File: src/rtl/pi2_pkg.sv
// shared types and constants for the 2x2 power iteration block
package pi2_pkg;

  // controller states
  typedef enum logic [3:0] {
    ST_IDLE,
    ST_LOAD,
    ST_MUL_A,
    ST_MUL_B,
    ST_ZCHK,
    ST_DIV_MU,
    ST_NORM,
    ST_SQRT,
    ST_DIV_X,
    ST_DIV_Y,
    ST_UPDATE,
    ST_DONE
  } pi2_state_t;

  // status codes
  localparam logic [1:0] STAT_OK   = 2'd0;
  localparam logic [1:0] STAT_ZERO = 2'd1;
  localparam logic [1:0] STAT_SAT  = 2'd2;

  // register indexes
  localparam logic [2:0] REG_M00    = 3'd0;
  localparam logic [2:0] REG_M01    = 3'd1;
  localparam logic [2:0] REG_M10    = 3'd2;
  localparam logic [2:0] REG_M11    = 3'd3;
  localparam logic [2:0] REG_ROUNDS = 3'd4;

  // commands from the controller to the datapath
  typedef struct packed {
    logic load;      // take start vector
    logic mul_a;     // products stage one
    logic mul_b;     // sums stage two
    logic mu_start;  // start mu divide
    logic norm;      // one normalising shift step
    logic sqrt_start;
    logic dx_start;
    logic dy_start;
    logic update;    // new vector into work registers
    logic zero_out;  // flag zero case
  } pi2_cmd_t;

  // status from the datapath
  typedef struct packed {
    logic bb_zero;
    logic ab_zero;
    logic norm_done;
    logic div_busy;
    logic sqrt_busy;
  } pi2_stat_t;

endpackage

File: src/rtl/pi2_ctrl.sv
// controller state machine sequencing rounds through the datapath
module pi2_ctrl (
  input  logic               clk,
  input  logic               rst_n,
  input  logic               in_fire,
  input  logic               out_fire,
  input  logic [7:0]         round_count,
  input  pi2_pkg::pi2_stat_t st,
  output pi2_pkg::pi2_cmd_t  cmd,
  output logic               busy,
  output logic               done
);
  import pi2_pkg::*;

  pi2_state_t state_r, state_nxt;
  logic [7:0] rnd_r, rnd_nxt;
  logic       ph_r, ph_nxt;
  logic       zmu_r, zmu_nxt;

  // next state
  always_comb begin
    state_nxt = state_r;
    rnd_nxt   = rnd_r;
    ph_nxt    = ph_r;
    zmu_nxt   = zmu_r;
    case (state_r)
      ST_IDLE: if (in_fire) begin
        state_nxt = ST_LOAD;
        rnd_nxt   = (round_count == 8'd0) ? 8'd1 : round_count;
      end
      ST_LOAD: begin state_nxt = ST_MUL_A; ph_nxt = 1'b0; end
      ST_MUL_A: begin
        ph_nxt = ~ph_r;
        if (ph_r) state_nxt = ST_MUL_B;
      end
      ST_MUL_B: begin
        ph_nxt = ~ph_r;
        if (ph_r) state_nxt = ST_ZCHK;
      end
      ST_ZCHK: begin
        zmu_nxt = 1'b0;
        if (st.bb_zero) state_nxt = ST_DONE;
        else begin
          state_nxt = ST_DIV_MU;
          zmu_nxt   = 1'b1;
        end
      end
      ST_DIV_MU: begin
        zmu_nxt = 1'b0;
        if (!zmu_r && !st.div_busy)
          state_nxt = st.ab_zero ? ST_DONE : ST_NORM;
      end
      ST_NORM: if (st.norm_done) state_nxt = ST_SQRT;
      ST_SQRT: begin
        zmu_nxt = 1'b0;
        if (zmu_r) zmu_nxt = 1'b0;
        else if (!st.sqrt_busy && ph_r) begin
          state_nxt = ST_DIV_X; zmu_nxt = 1'b1; ph_nxt = 1'b0;
        end else ph_nxt = 1'b1;
      end
      ST_DIV_X: begin
        zmu_nxt = 1'b0;
        if (!zmu_r && !st.div_busy) begin state_nxt = ST_DIV_Y; zmu_nxt = 1'b1; end
      end
      ST_DIV_Y: begin
        zmu_nxt = 1'b0;
        if (!zmu_r && !st.div_busy) state_nxt = ST_UPDATE;
      end
      ST_UPDATE: begin
        rnd_nxt = rnd_r - 8'd1;
        ph_nxt  = 1'b0;
        state_nxt = (rnd_r == 8'd1) ? ST_DONE : ST_MUL_A;
      end
      ST_DONE: if (out_fire) state_nxt = ST_IDLE;
      default: state_nxt = ST_IDLE;
    endcase
  end

  // command outputs
  always_comb begin
    cmd = '0;
    busy = (state_r != ST_IDLE);
    done = (state_r == ST_DONE);
    case (state_r)
      // start vector is taken on the accepting edge itself
      ST_IDLE:   cmd.load = in_fire;
      ST_MUL_A:  cmd.mul_a = 1'b1;
      ST_MUL_B:  cmd.mul_b = 1'b1;
      ST_ZCHK: begin
        if (st.bb_zero) cmd.zero_out = 1'b1;
        else cmd.mu_start = 1'b1;
      end
      ST_DIV_MU: if (!zmu_r && !st.div_busy && st.ab_zero) cmd.zero_out = 1'b1;
      ST_NORM:   if (!st.norm_done) cmd.norm = 1'b1;
      ST_SQRT:   if (!zmu_r && !ph_r) cmd.sqrt_start = 1'b1;
      ST_DIV_X:  if (zmu_r) cmd.dx_start = 1'b1;
      ST_DIV_Y:  if (zmu_r) cmd.dy_start = 1'b1;
      ST_UPDATE: cmd.update = 1'b1;
      default: ;
    endcase
  end

  always_ff @(posedge clk) begin
    if (!rst_n) begin
      state_r <= ST_IDLE;
      rnd_r   <= '0;
      ph_r    <= 1'b0;
      zmu_r   <= 1'b0;
    end else begin
      state_r <= state_nxt;
      rnd_r   <= rnd_nxt;
      ph_r    <= ph_nxt;
      zmu_r   <= zmu_nxt;
    end
  end

  // sequencing checks
  a_load_after_idle: assert property (@(posedge clk) disable iff (!rst_n)
    (state_r == ST_LOAD) |-> $past(state_r) == ST_IDLE)
    else $error("load without start");
  a_one_cmd: assert property (@(posedge clk) disable iff (!rst_n)
    $onehot0({cmd.mu_start, cmd.dx_start, cmd.dy_start}))
    else $error("divider started twice");
  a_rounds_left: assert property (@(posedge clk) disable iff (!rst_n)
    (state_r == ST_UPDATE) |-> rnd_r != 8'd0)
    else $error("round counter underflow");
endmodule

File: config.mk
export PLATFORM = sky130hd
export DESIGN_NAME = pi2_ctrl
export DESIGN_NICKNAME = d
export VERILOG_FILES = /design/src/rtl/pi2_pkg.sv /design/src/rtl/pi2_ctrl.sv
export SDC_FILE = /design/constraint.sdc
export NUM_CORES = 1
export LEC_CHECK = 0
export ABC_AREA = 0
export BUFFER_PORTS_ARGS = -buffer_cell sky130_fd_sc_hd__clkbuf_2
export CORE_ASPECT_RATIO = 1.2
export CORE_MARGIN = 10
export CORE_UTILIZATION = 41
export CTS_BUF_LIST = sky130_fd_sc_hd__clkbuf_2
export CTS_CLUSTER_DIAMETER = 200
export DETAILED_ROUTE_END_ITERATION = 12
export GPL_TIMING_DRIVEN = 0
export PLACE_DENSITY_LB_ADDON = 0.12
export SETUP_SLACK_MARGIN = 0.3
export SYNTH_ARGS = -nofsm -noshare
export SYNTH_HDL_FRONTEND = slang
export SYNTH_SLANG_ARGS = --single-unit
File: constraint.sdc
create_clock -name clk -period 4.63 [get_ports clk]
set_clock_uncertainty 0.15 [all_clocks]
set_input_delay 1.389 -clock clk [delete_from_list [all_inputs] [get_ports clk]]
set_output_delay 1.389 -clock clk [all_outputs]
set_load 0.02 [all_outputs]
[Word level (Yosys, flattened, before mapping)]
Index checks and enable logic that the tools add are counted.
Storage, ports and cells
  register bits after elaboration: 14
  output and inout bits: 12
  word-level logic and storage cells: 88
Operators by class
  eq/ne operators: 22
  bitwise logic cells: 1
  mux-type cells: 40
  reduce and logical (&&, ||, !) cells: 20
  add/subtract/negate cells: 1
Operators by type and width (count)
  $mux W4: 13
  $pmux W4 S12: 1
  $mux W1: 20
  $ne A2 B2 Y1 const B: 10
  $eq A4 B3 Y1 const B: 4
  $eq A4 B4 Y1 const B: 4
  $mux W8: 2
  $pmux W8 S2: 1
  $reduce_and A10 Y1: 1
  $eq A4 B2 Y1 const B: 2
  $eq A8 B1 Y1 const B: 1
  $logic_not A8 Y1: 1
  $reduce_bool A4 Y1: 2
  $sub A8 B1 Y8 const B: 1
  $reduce_or A2 Y1: 3
  $eq A4 B1 Y1 const B: 1
  $logic_and A1 B1 Y1: 4
  $logic_not A1 Y1: 4
  $logic_not A4 Y1: 1
  $pmux W1 S4: 1
  $reduce_and A2 Y1: 2
  $pmux W1 S3: 1
  $reduce_bool A3 Y1: 1
  $pmux W1 S2: 1
  other kinds (2): 2

[Longest topological paths before layout]
Gate-level depths: netlist (run 1).
  depth in word-level cells: 5
  depth in mapped cells: 8
  mapped depth without buffers: 7

[Least setup slack after synthesis (run 1)]
No wires, ideal clock.
  path kind: input to output
  from: input port st[3] (netlist name)
  to: output port cmd[0] (netlist name)
  slack: 1.045 ns
  cell stages on the path: 2
  buffers on the path: 0
  arrival time: 2.046 ns
  cell sequence: nand3_1 -> o31ai_1
RTL lines
  start, declared: line pi2_ctrl.sv:8  | input pi2_pkg::pi2_stat_t st,
  end, declared: line pi2_ctrl.sv:9  | output pi2_pkg::pi2_cmd_t cmd,

==> run summary, run 1 <==
status - finished clean
RSZ-0062 raised after global routing - no
Psw - 411 uW
Post-CTS Setup Inserts - 0
EDFF count, synth - 0
Yosys cell types - 53
CP Class - input pin to output pin
routed wire length per instance - 15.3 microns
Detail Route Antenna Nets - 0
GP Congestion - 0.901
delay of the slowest critical-path stage - 0.22 ns
area leader, netlist - dfxtp_1
Hold Vio Cnt, Final - 0
register area share after synthesis - 0.230
diode count - 0
area share of the largest cell type after synthesis - 0.230
cells after synthesis - 155
gr usage total - 0.117
Ports - 29
Gate power share - 0.686
Hold Path Class - flop to flop
initial core utilization - 0.433
CP arrival - 2.04 ns
clock-pin slew on the worst setup and hold paths - 0.12 ns
vias per inst - 5.77
cell area after synthesis - 1220 sq um
Post-synth top cells - a21oi_1 (16), nor2_1 (16), dfxtp_1 (14)
Pint - 402 uW
Post-synth ARST share - 0
Worst IR Drop VDD - 0.000258 V
H-Tree Depth - 1
Yosys warnings - 0
post-layout min period - 3.58 ns
DRC viols - 0
maximum clock frequency - 280 MHz
routed wire length - 3370 microns
Die Wd - 69.8 microns
Overall Power - 813 uW
# hold bufs at CTS - 0
vias in the first global route - 1259
DR pass1 iterations - 4
Sw Ratio - 0.506
clock sinks - 14
CP bufs+invs - 2
pin count of the biggest net entering global routing - 11
worst skew pair latency - 0.28 ns
slew margin rel. - 0.662
CP required - 3.09 ns
die area - 5560 sq um
CP max stage cell - o31ai_1
Slew Viols, Final - 0
final setup vio count - 0
Period Utilization, post-route - 0.772
TritonCTS clock tree - built
total gr overflow - 0
Post-Syn Area per Cell - 7.86 sq um
Die Height - 79.7 microns
Num CTS Buffers - 3
worst-path cell chain - clkbuf_2 > nand3_1 > o31ai_1 > clkbuf_2
port bufs - 28
design area - 1420 sq um
layout net count - 207
worst slew pin tran - 0.506 ns
post-placement cell area - 1400 sq um
Final TNS setup - 0 ns
num rows - 21
initial antenna violation count - 0
most frequent CP cell - clkbuf_2
clock buffer depth - 2
Starting DRT DRC Count - 106
# fillers - 277
power share of the sequential group - 0.246
# resized after CTS - 0
Synth-to-Final Area Change - 16.2%
Max-cap violations - 0
HPWL after DPL - 2690 microns
vias post-DR - 1269
CTS Root Cell - clkbuf_2
first-pass GRT wire length - 5560 microns
Hold Slack - 0.344 ns
layout cells sized above 1 - 0.301
startpoint types - input pin
syn_nets - 174
CP Capture Type - output pin
Synth Register Bits - 14
Clock Power Share - 0.068
Synth area leaders - dfxtp_1 (23%), a21oi_1 (6.6%), nor2_1 (4.9%)
Leak - 0.579 nW
Most used DFF post-synth - dfxtp_1
largest delay contributor family on the critical path - buffers and inverters
CP max FO - 3
Pwr Density - 574 nW/um^2
Core Box Area - 2810 sq um
[metal layers]
metal | global-route usage | vias to the layer above | share of wire
met4 | 0.0534 | 0 | 0.023
met3 | 0.0236 | 7 | 0.053
met5 | 0 | - | 0
met2 | 0.217 | 41 | 0.48
li1 | - | 648 | -
met1 | 0.124 | 573 | 0.44
[worst register-to-register path: cells and delay by family, from the launching register on]
family	cells	cell delay [ns]
buffers and inverters	2	0.60
AND/OR/NAND/NOR	4	0.46
flip-flops	1	0.37
AO/OA/AOI/OAI	1	0.10
[layout by cell type, fill, tap and decap left out, types with 2 or more instances in the layout]
cell type and n:
nand2b_1 6, o211ai_2 3, o21ai_0 6, clkbuf_1 3
ha_1 2, buf_6 4, o311ai_0 2, nand2_2 2
nand2_1 9, nor3_1 9, nand2b_4 2, o22a_1 2
nor2_1 16, nor4_1 3, nand3_1 3, a21oi_1 16
o211ai_1 3, clkbuf_2 31, o22ai_1 2, nand4_1 4
a31oi_1 3, inv_1 9, buf_2 2, dfxtp_1 14
[cell families after synthesis]
logic type,count (synthesis),share of synthesized area
simple gates,68,0.341
compound gates,50,0.306
buf+inv,20,0.0955
flops,14,0.230
fa+ha+maj,2,0.0205
xor+xnor,1,0.00719
[final timing paths]
path / start / end / slack [ns] / depth (start not counted)
worst max-delay path: st[3] / cmd[0] / 1.05 / 4
worst min-delay path: rnd_r[5]$_SDFFE_PN0P_ / rnd_r[5]$_SDFFE_PN0P_ / 0.34 / 2
worst max register to register: state_r[2]$_SDFFE_PN0P_ / state_r[0]$_SDFFE_PN0P_ / 2.85 / 7
worst min register to register: rnd_r[5]$_SDFFE_PN0P_ / rnd_r[5]$_SDFFE_PN0P_ / 0.34 / 2
[power groups by stage]
stage	registers [mW]	clock network (mW)	logic [mW]
final	0.200	0.0554	0.558
after global routing	0.205	0.0624	0.615
after CTS	0.199	0.0578	0.556
after detailed placement	0.202	0	0.554
after global placement	0.202	0	0.552
after floorplan	0.193	0	0.443
[cell type report]
class                           instances  area [sq um]  share of cell area
Inverter                               10          42.5              0.0300
Buffer                                 10          73.8              0.0521
Multi-Input combinational cell        121           822               0.580
Clock buffer                            3          15.0              0.0106
Tap cell                               34          42.5              0.0300
Timing Repair Buffer                   28           140              0.0989
Sequential cell                        14           280               0.198
[metrics by stage]
| step | utilization | setup slack (ns) | std cells |
|---|---|---|---|
| detailed placement | 0.498 | 1.07 | 217 |
| floorplan | - | 1.04 | 155 |
| CTS | 0.504 | 1.07 | 220 |
| global route | 0.504 | 1.01 | 220 |
| global placement | 0.498 | 1.07 | 217 |
| finish | 0.504 | 1.05 | 220 |
[sequential cells by signal, summed over array words and instances, names as in the netlist]
register / cells
zmu_r: 1
ph_r: 1
state_r: 4
rnd_r: 8
(Power assumes the default switching activity.)
==> run 2, diff against run 1 <==
- clock period: 4.63 -> 3.2 ns (I/O delays scaled with it)
==> run summary, run 2 (synthesis gave the netlist of run 1 again) <==
vias post-DR - 1273 (+0.32%)
layout cells sized above 1 - 0.317 (+0.0164)
vias per inst - 5.71 (-1.0%)
gr usage total - 0.117 (unchanged)
CP max FO - 10 (+7)
Hold Path Class - flop to flop
Non-Filler Instances - 223 (+1.4%)
CP required - 2.09 ns (-1.00 ns)
final setup vio count - 0 (unchanged)
dpl cells - 217 (unchanged)
CP arrival - 1.70 ns (-0.34 ns)
pin count of the biggest net entering global routing - 11 (unchanged)
Slew Viols, Final - 0 (unchanged)
post-layout util - 0.512 (+0.00846)
max reg flops - 8 (unchanged)
DRC viols - 0 (unchanged)
R2R Setup Slk - 1.45 ns (-1.40 ns)
Overall Power - 1.20 mW (+48%)
first-pass GRT wire length - 5560 microns (unchanged)
worst skew pair latency - 0.28 ns (about the same)
diode count - 0 (unchanged)
Setup WS pre-CTS - 0.495 ns (-0.572 ns)
most frequent cells in the layout - clkbuf_2 (32), nor2_1 (16), a21oi_1 (16)
R2R Path Start - state_r[3]$_SDFFE_PN0P_
CP Class - flop to output pin
startpoint types - flop
HPWL after DPL - 2690 microns (unchanged)
Die Wd - 69.8 microns (unchanged)
post-placement cell area - 1400 sq um (unchanged)
clock buffer depth - 2 (unchanged)
total gr overflow - 0 (unchanged)
vias in the first global route - 1259 (unchanged)
DR pass1 iterations - 4 (unchanged)
capturing point of the worst reg2reg path - state_r[3]$_SDFFE_PN0P_
Pwr Density - 836 nW/um^2 (+46%)
num rows - 21 (unchanged)
Worst Reg2Reg Path Length in Cells - 6 (-1)
CP startpoint - state_r[1]$_SDFFE_PN0P_
fin worst setup slack - 0.386 ns (-0.668 ns)
Detail Route Antenna Nets - 0 (unchanged)
delay of the slowest critical-path stage - 0.42 ns (+0.20 ns)
Max-cap violations - 0 (unchanged)
initial core utilization - 0.433 (unchanged)
clock sinks - 14 (unchanged)
commonest non-fill, non-tap cell in the layout - clkbuf_2
die area - 5560 sq um (unchanged)
Die Height - 79.7 microns (unchanged)
RSZ-0062 raised after global routing - no
Core Box Area - 2810 sq um (unchanged)
clock-pin slew on the worst setup and hold paths - 0.13 ns (about the same)
worst-path cell chain - buf_6 > buf_1 > nor2_1 > and3_1 > clkbuf_2
port bufs - 28 (unchanged)
Worst IR Drop VDD - 0.000396 V (+53%)
Num CTS Buffers - 3 (unchanged)
slew margin rel. - 0.664 (+0.00211)
H-Tree Depth - 1 (unchanged)
Synth-to-Final Area Change - 18.2%
CP max stage cell - buf_1
Hold Path Depth - 2 (unchanged)
Hold Vio Cnt, Final - 0 (unchanged)
layout net count - 210 (+1.4%)
routed wire length - 3400 microns (+0.62%)
post-layout min period - 2.81 ns
CP endpoint - cmd[3]
Largest regs - rnd_r: 8 flops, state_r: 4 flops
Final TNS setup - 0 ns (unchanged)
CP Capture Type - output pin
design area - 1440 sq um (+1.7%)
GP Congestion - 0.901 (unchanged)
Leak - 0.596 nW (+2.9%)
Period Utilization, post-route - 0.879
routed wire length per instance - 15.2 microns (-0.73%)
worst slew pin tran - 0.503 ns (-0.00316 ns)
CTS Root Cell - clkbuf_2
status - finished clean
Ports - 29 (unchanged)
Hold Slack - 0.345 ns (+0.000518 ns)
Top reg by flops - rnd_r
maximum clock frequency - 355 MHz
TritonCTS clock tree - built
initial antenna violation count - 0 (unchanged)
Starting DRT DRC Count - 131 (+24%)
[run 2: cell count changes in the layout (fill, tap and decap cells not counted), sizes merged]
cell    delta
buf        +4
clkbuf     -1
[run 2: power by group]
part / total (mW) / internal [mW] / leakage (nW) / switching (mW)
combinational: 0.833 / 0.344 / 0.469 / 0.489
clock: 0.0808 / 0.0256 / 0.0125 / 0.0553
sequential: 0.290 / 0.233 / 0.115 / 0.0570
[run 2: cell type report]
cell class              instances  area, sq um
plain buffers                  10         75.1
well taps                      34         42.5
flip-flops and latches         14          280
clock buffers                   3         15.0
inverters                      10         42.5
fillers                       273         1370
repair buffers                 31          163
multi-input cells             121          822
[run 2: critical path, delay by kind of cell, from the launching register on]
family | cells | cell delay [ns]
buffers and inverters | 3 | 0.73
flip-flops | 1 | 0.35
AND/OR/NAND/NOR | 2 | 0.34
[run 2: per-layer routing]
metal / GRT usage / wire (microns) / vias up
li1: - / - / 654
met1: 0.124 / 1500 / 578
met2: 0.217 / 1650 / 34
met3: 0.0236 / 166 / 7
met4: 0.0534 / 76 / 0
met5: 0 / 0 / -
[run 2: repair_timing]
action	4_1_cts	5_1_grt
resized for setup	0	3
hold buffers	0	0
endpoints found under the setup margin	0	5
setup buffers	0	3
[run 2: how the worst min path moves through the flow]
stage | startpoint | end
floorplan | rnd_r[6]$_SDFFE_PN0P_ | rnd_r[6]$_SDFFE_PN0P_
global placement | rnd_r[5]$_SDFFE_PN0P_ | rnd_r[5]$_SDFFE_PN0P_
detailed placement | rnd_r[5]$_SDFFE_PN0P_ | rnd_r[5]$_SDFFE_PN0P_
CTS | rnd_r[5]$_SDFFE_PN0P_ | rnd_r[5]$_SDFFE_PN0P_
global route | rnd_r[6]$_SDFFE_PN0P_ | rnd_r[6]$_SDFFE_PN0P_
finish | rnd_r[5]$_SDFFE_PN0P_ | rnd_r[5]$_SDFFE_PN0P_
==> run 3, diff against run 2 <==
- ABC_AREA: 0 -> 1
==> run summary, run 3 <==
Sw Ratio - 0.533 (+0.0337)
vias per inst - 4.95 (-13%)
Starting DRT DRC Count - 53 (-60%)
HPWL after DPL - 2640 microns (-1.9%)
area leader, netlist - dfxtp_1
H-Tree Depth - 1 (unchanged)
Post-synth ARST share - 0 (unchanged)
share of synthesized area spent on multiplexers - 0 (unchanged)
Period Utilization, post-route - 0.873 (-0.00635)
vias post-DR - 1316 (+3.4%)
num rows - 21 (unchanged)
# resized after CTS - 0 (unchanged)
routed wire length - 3140 microns (-7.5%)
Psw - 590 uW (-1.8%)
maximum clock frequency - 358 MHz (+0.73%)
Die Wd - 69.9 microns (+0.18%)
CP Capture Type - output pin
Worst Reg2Reg Path Length in Cells - 10 (+4)
commonest non-fill, non-tap cell in the layout - nand2_1
cell area after synthesis - 1220 sq um (+0.51%)
first-pass GRT wire length - 5180 microns (-6.8%)
worst skew pair latency - 0.28 ns (about the same)
pin count of the biggest net entering global routing - 11 (unchanged)
DR pass1 iterations - 4 (unchanged)
Largest regs - rnd_r: 8 flops, state_r: 4 flops
max reg flops - 8 (unchanged)
CP Class - flop to output pin
# hold bufs at CTS - 0 (unchanged)
port bufs - 28 (unchanged)
R2R Path Start - state_r[1]$_SDFFE_PN0P_
cells after synthesis - 200 (+29%)
most frequent cells in the layout - nand2_1 (44), clkbuf_2 (30), nor2_1 (27)
layout net count - 252 (+20%)
CTS Root Cell - clkbuf_2
startpoint types - flop
largest family of logic cells by synthesized area - simple AND/OR/NAND/NOR gates
Setup WS pre-CTS - 0.532 ns (+0.0363 ns)
R2R Setup Slk - 1.56 ns (+0.11 ns)
area share of the largest cell type after synthesis - 0.229 (-0.00117)
initial core utilization - 0.432 (-0.00181)
clock-pin slew on the worst setup and hold paths - 0.13 ns (about the same)
diode count - 0 (unchanged)
clock sinks - 14 (unchanged)
DRC viols - 0 (unchanged)
vias in the first global route - 1236 (-1.8%)
CP startpoint - state_r[1]$_SDFFE_PN0P_
layout cells sized above 1 - 0.289 (-0.0287)
Gate power share - 0.669 (-0.023)
Detail Route Antenna Nets - 0 (unchanged)
RSZ-0062 raised after global routing - no
Top reg by flops - rnd_r
Post-Syn Area per Cell - 6.12 sq um (-22%)
simple logic cell fraction of the synthesized area - 0.471 (+0.130)
worst slew pin tran - 0.488 ns (-0.0157 ns)
Post-Synth XOR/XNOR Area - 0.0143 (+0.00711)
Leak - 0.717 nW (+20%)
Max-cap violations - 0 (unchanged)
Worst IR Drop VDD - 0.000394 V (-0.56%)
compound-gate portion of the synthesized area - 0.147 (-0.159)
total gr overflow - 0 (unchanged)
register area share after synthesis - 0.229 (-0.00117)
initial antenna violation count - 0 (unchanged)
Clock Power Share - 0.074 (+0.007)
clock buffer depth - 2 (unchanged)
CP required - 2.09 ns (about the same)
die area - 5580 sq um (+0.37%)
Final TNS setup - 0 ns (unchanged)
Synth Register Bits - 14 (unchanged)
Num CTS Buffers - 3 (unchanged)
Ports - 29 (unchanged)
Yosys cell types - 32 (-40%)
Pwr Density - 774 nW/um^2 (-7.4%)
TritonCTS clock tree - built
CP endpoint - cmd[0]
CP arrival - 1.68 ns (-0.02 ns)
Hold Path Class - flop to flop
Synth area leaders - dfxtp_1 (23%), nand2_1 (13%), nor2_1 (8.6%)
EDFF count, synth - 0 (unchanged)
slew margin rel. - 0.675 (+0.0104)
Yosys warnings - 0 (unchanged)
Slew Viols, Final - 0 (unchanged)
Synth-to-Final Area Change - 16.8%
post-layout min period - 2.79 ns (-0.0203 ns)
syn_nets - 219 (+26%)
gr usage total - 0.109 (-0.00755)
fin worst setup slack - 0.406 ns (+0.0203 ns)
adder-cell share of the synthesized area - 0.0204 (-0.000105)
Post-CTS Setup Inserts - 0 (unchanged)
Hold Vio Cnt, Final - 0 (unchanged)
Overall Power - 1.11 mW (-8.0%)
Hold Slack - 0.322 ns (-0.0224 ns)
Core Box Area - 2840 sq um (+0.93%)
Most used DFF post-synth - dfxtp_1
Pint - 517 uW (-14%)
GP Congestion - 0.834 (-7.4%)
most common cell in the netlist - nand2_1
final setup vio count - 0 (unchanged)
routed wire length per instance - 11.8 microns (-22%)
status - finished clean
Die Height - 79.9 microns (+0.19%)
CP max FO - 8 (-2)
power share of the sequential group - 0.257 (+0.016)
Post-synth top cells - nand2_1 (44), nor2_1 (28), inv_1 (26), dfxtp_1 (14), nand3_1 (14)
capturing point of the worst reg2reg path - rnd_r[7]$_SDFFE_PN0P_
-- run 3: changes by cell type after synthesis, sizes merged, moves of 4 or more --
cell    before  now
nor4         5    0
o211ai       6    2
nor2        17   37
buf          7    2
nand2       12   57
nand3        3   14
nand2b       8    0
nor3         9    4
inv         10   31
-- run 3: per-layer routing --
metal | vias to the layer above | GRT usage | part of all wire
met5 | - | 0 | 0
li1 | 703 | - | -
met4 | 0 | 0.0474 | 0.032
met2 | 37 | 0.197 | 0.46
met3 | 10 | 0.0299 | 0.065
met1 | 566 | 0.117 | 0.44
-- run 3: how the worst min path moves through the flow --
stage	startpoint	endpoint	cells past startpoint
after global routing	rnd_r[4]$_SDFFE_PN0P_	rnd_r[4]$_SDFFE_PN0P_	2
after CTS	rnd_r[4]$_SDFFE_PN0P_	rnd_r[4]$_SDFFE_PN0P_	2
final	rnd_r[4]$_SDFFE_PN0P_	rnd_r[4]$_SDFFE_PN0P_	2
after detailed placement	rnd_r[4]$_SDFFE_PN0P_	rnd_r[4]$_SDFFE_PN0P_	2
after floorplan	rnd_r[4]$_SDFFE_PN0P_	rnd_r[4]$_SDFFE_PN0P_	2
after global placement	rnd_r[4]$_SDFFE_PN0P_	rnd_r[4]$_SDFFE_PN0P_	2
-- run 3: cells by family (layout without fill, tap and decap cells) --
group / after synthesis / in the layout
xor gates and xnor gates: 2 / 2
buffers and inverters: 35 / 67
AOI/OAI and AO/OA: 30 / 30
adders and majority gates: 2 / 2
and+or+nand+nor: 117 / 117
DFF: 14 / 14
-- run 3: power groups by stage --
stage	logic, mW	clock network (mW)	registers, mW
3_3_place_gp	0.744	0	0.288
4_1_cts	0.748	0.0872	0.284
6_report	0.740	0.0821	0.285
2_1_floorplan	0.593	0	0.277
5_1_grt	0.832	0.0941	0.292
3_5_place_dp	0.743	0	0.288
-- run 3: final cells by class --
| class | instances | area, sq um |
|---|---|---|
| plain buffers | 3 | 22.5 |
| well taps | 34 | 42.5 |
| multi-input cells | 151 | 802 |
| clock buffers | 3 | 15.0 |
| clock inverters | 1 | 3.75 |
| fillers | 323 | 1410 |
| inverters | 32 | 123 |
| flip-flops and latches | 14 | 282 |
| repair buffers | 28 | 140 |
-- run 3: critical path, cell delays in order (launching register included) --
cell	delay (ns)
dfxtp_1	0.32
buf_4	0.15
clkinv_1	0.11
nand2_1	0.13
nor2_2	0.17
nand2_1	0.12
o31ai_1	0.20
buf_2	0.20
-- run 3: through the flow --
| stage | area [sq um] | util | cells |
|---|---|---|---|
| global placement | 1410 | 0.496 | 262 |
| detailed placement | 1410 | 0.496 | 262 |
| CTS | 1430 | 0.503 | 266 |
| finish | 1430 | 0.504 | 266 |
| floorplan | 1220 | - | 200 |
| global route | 1430 | 0.504 | 266 |
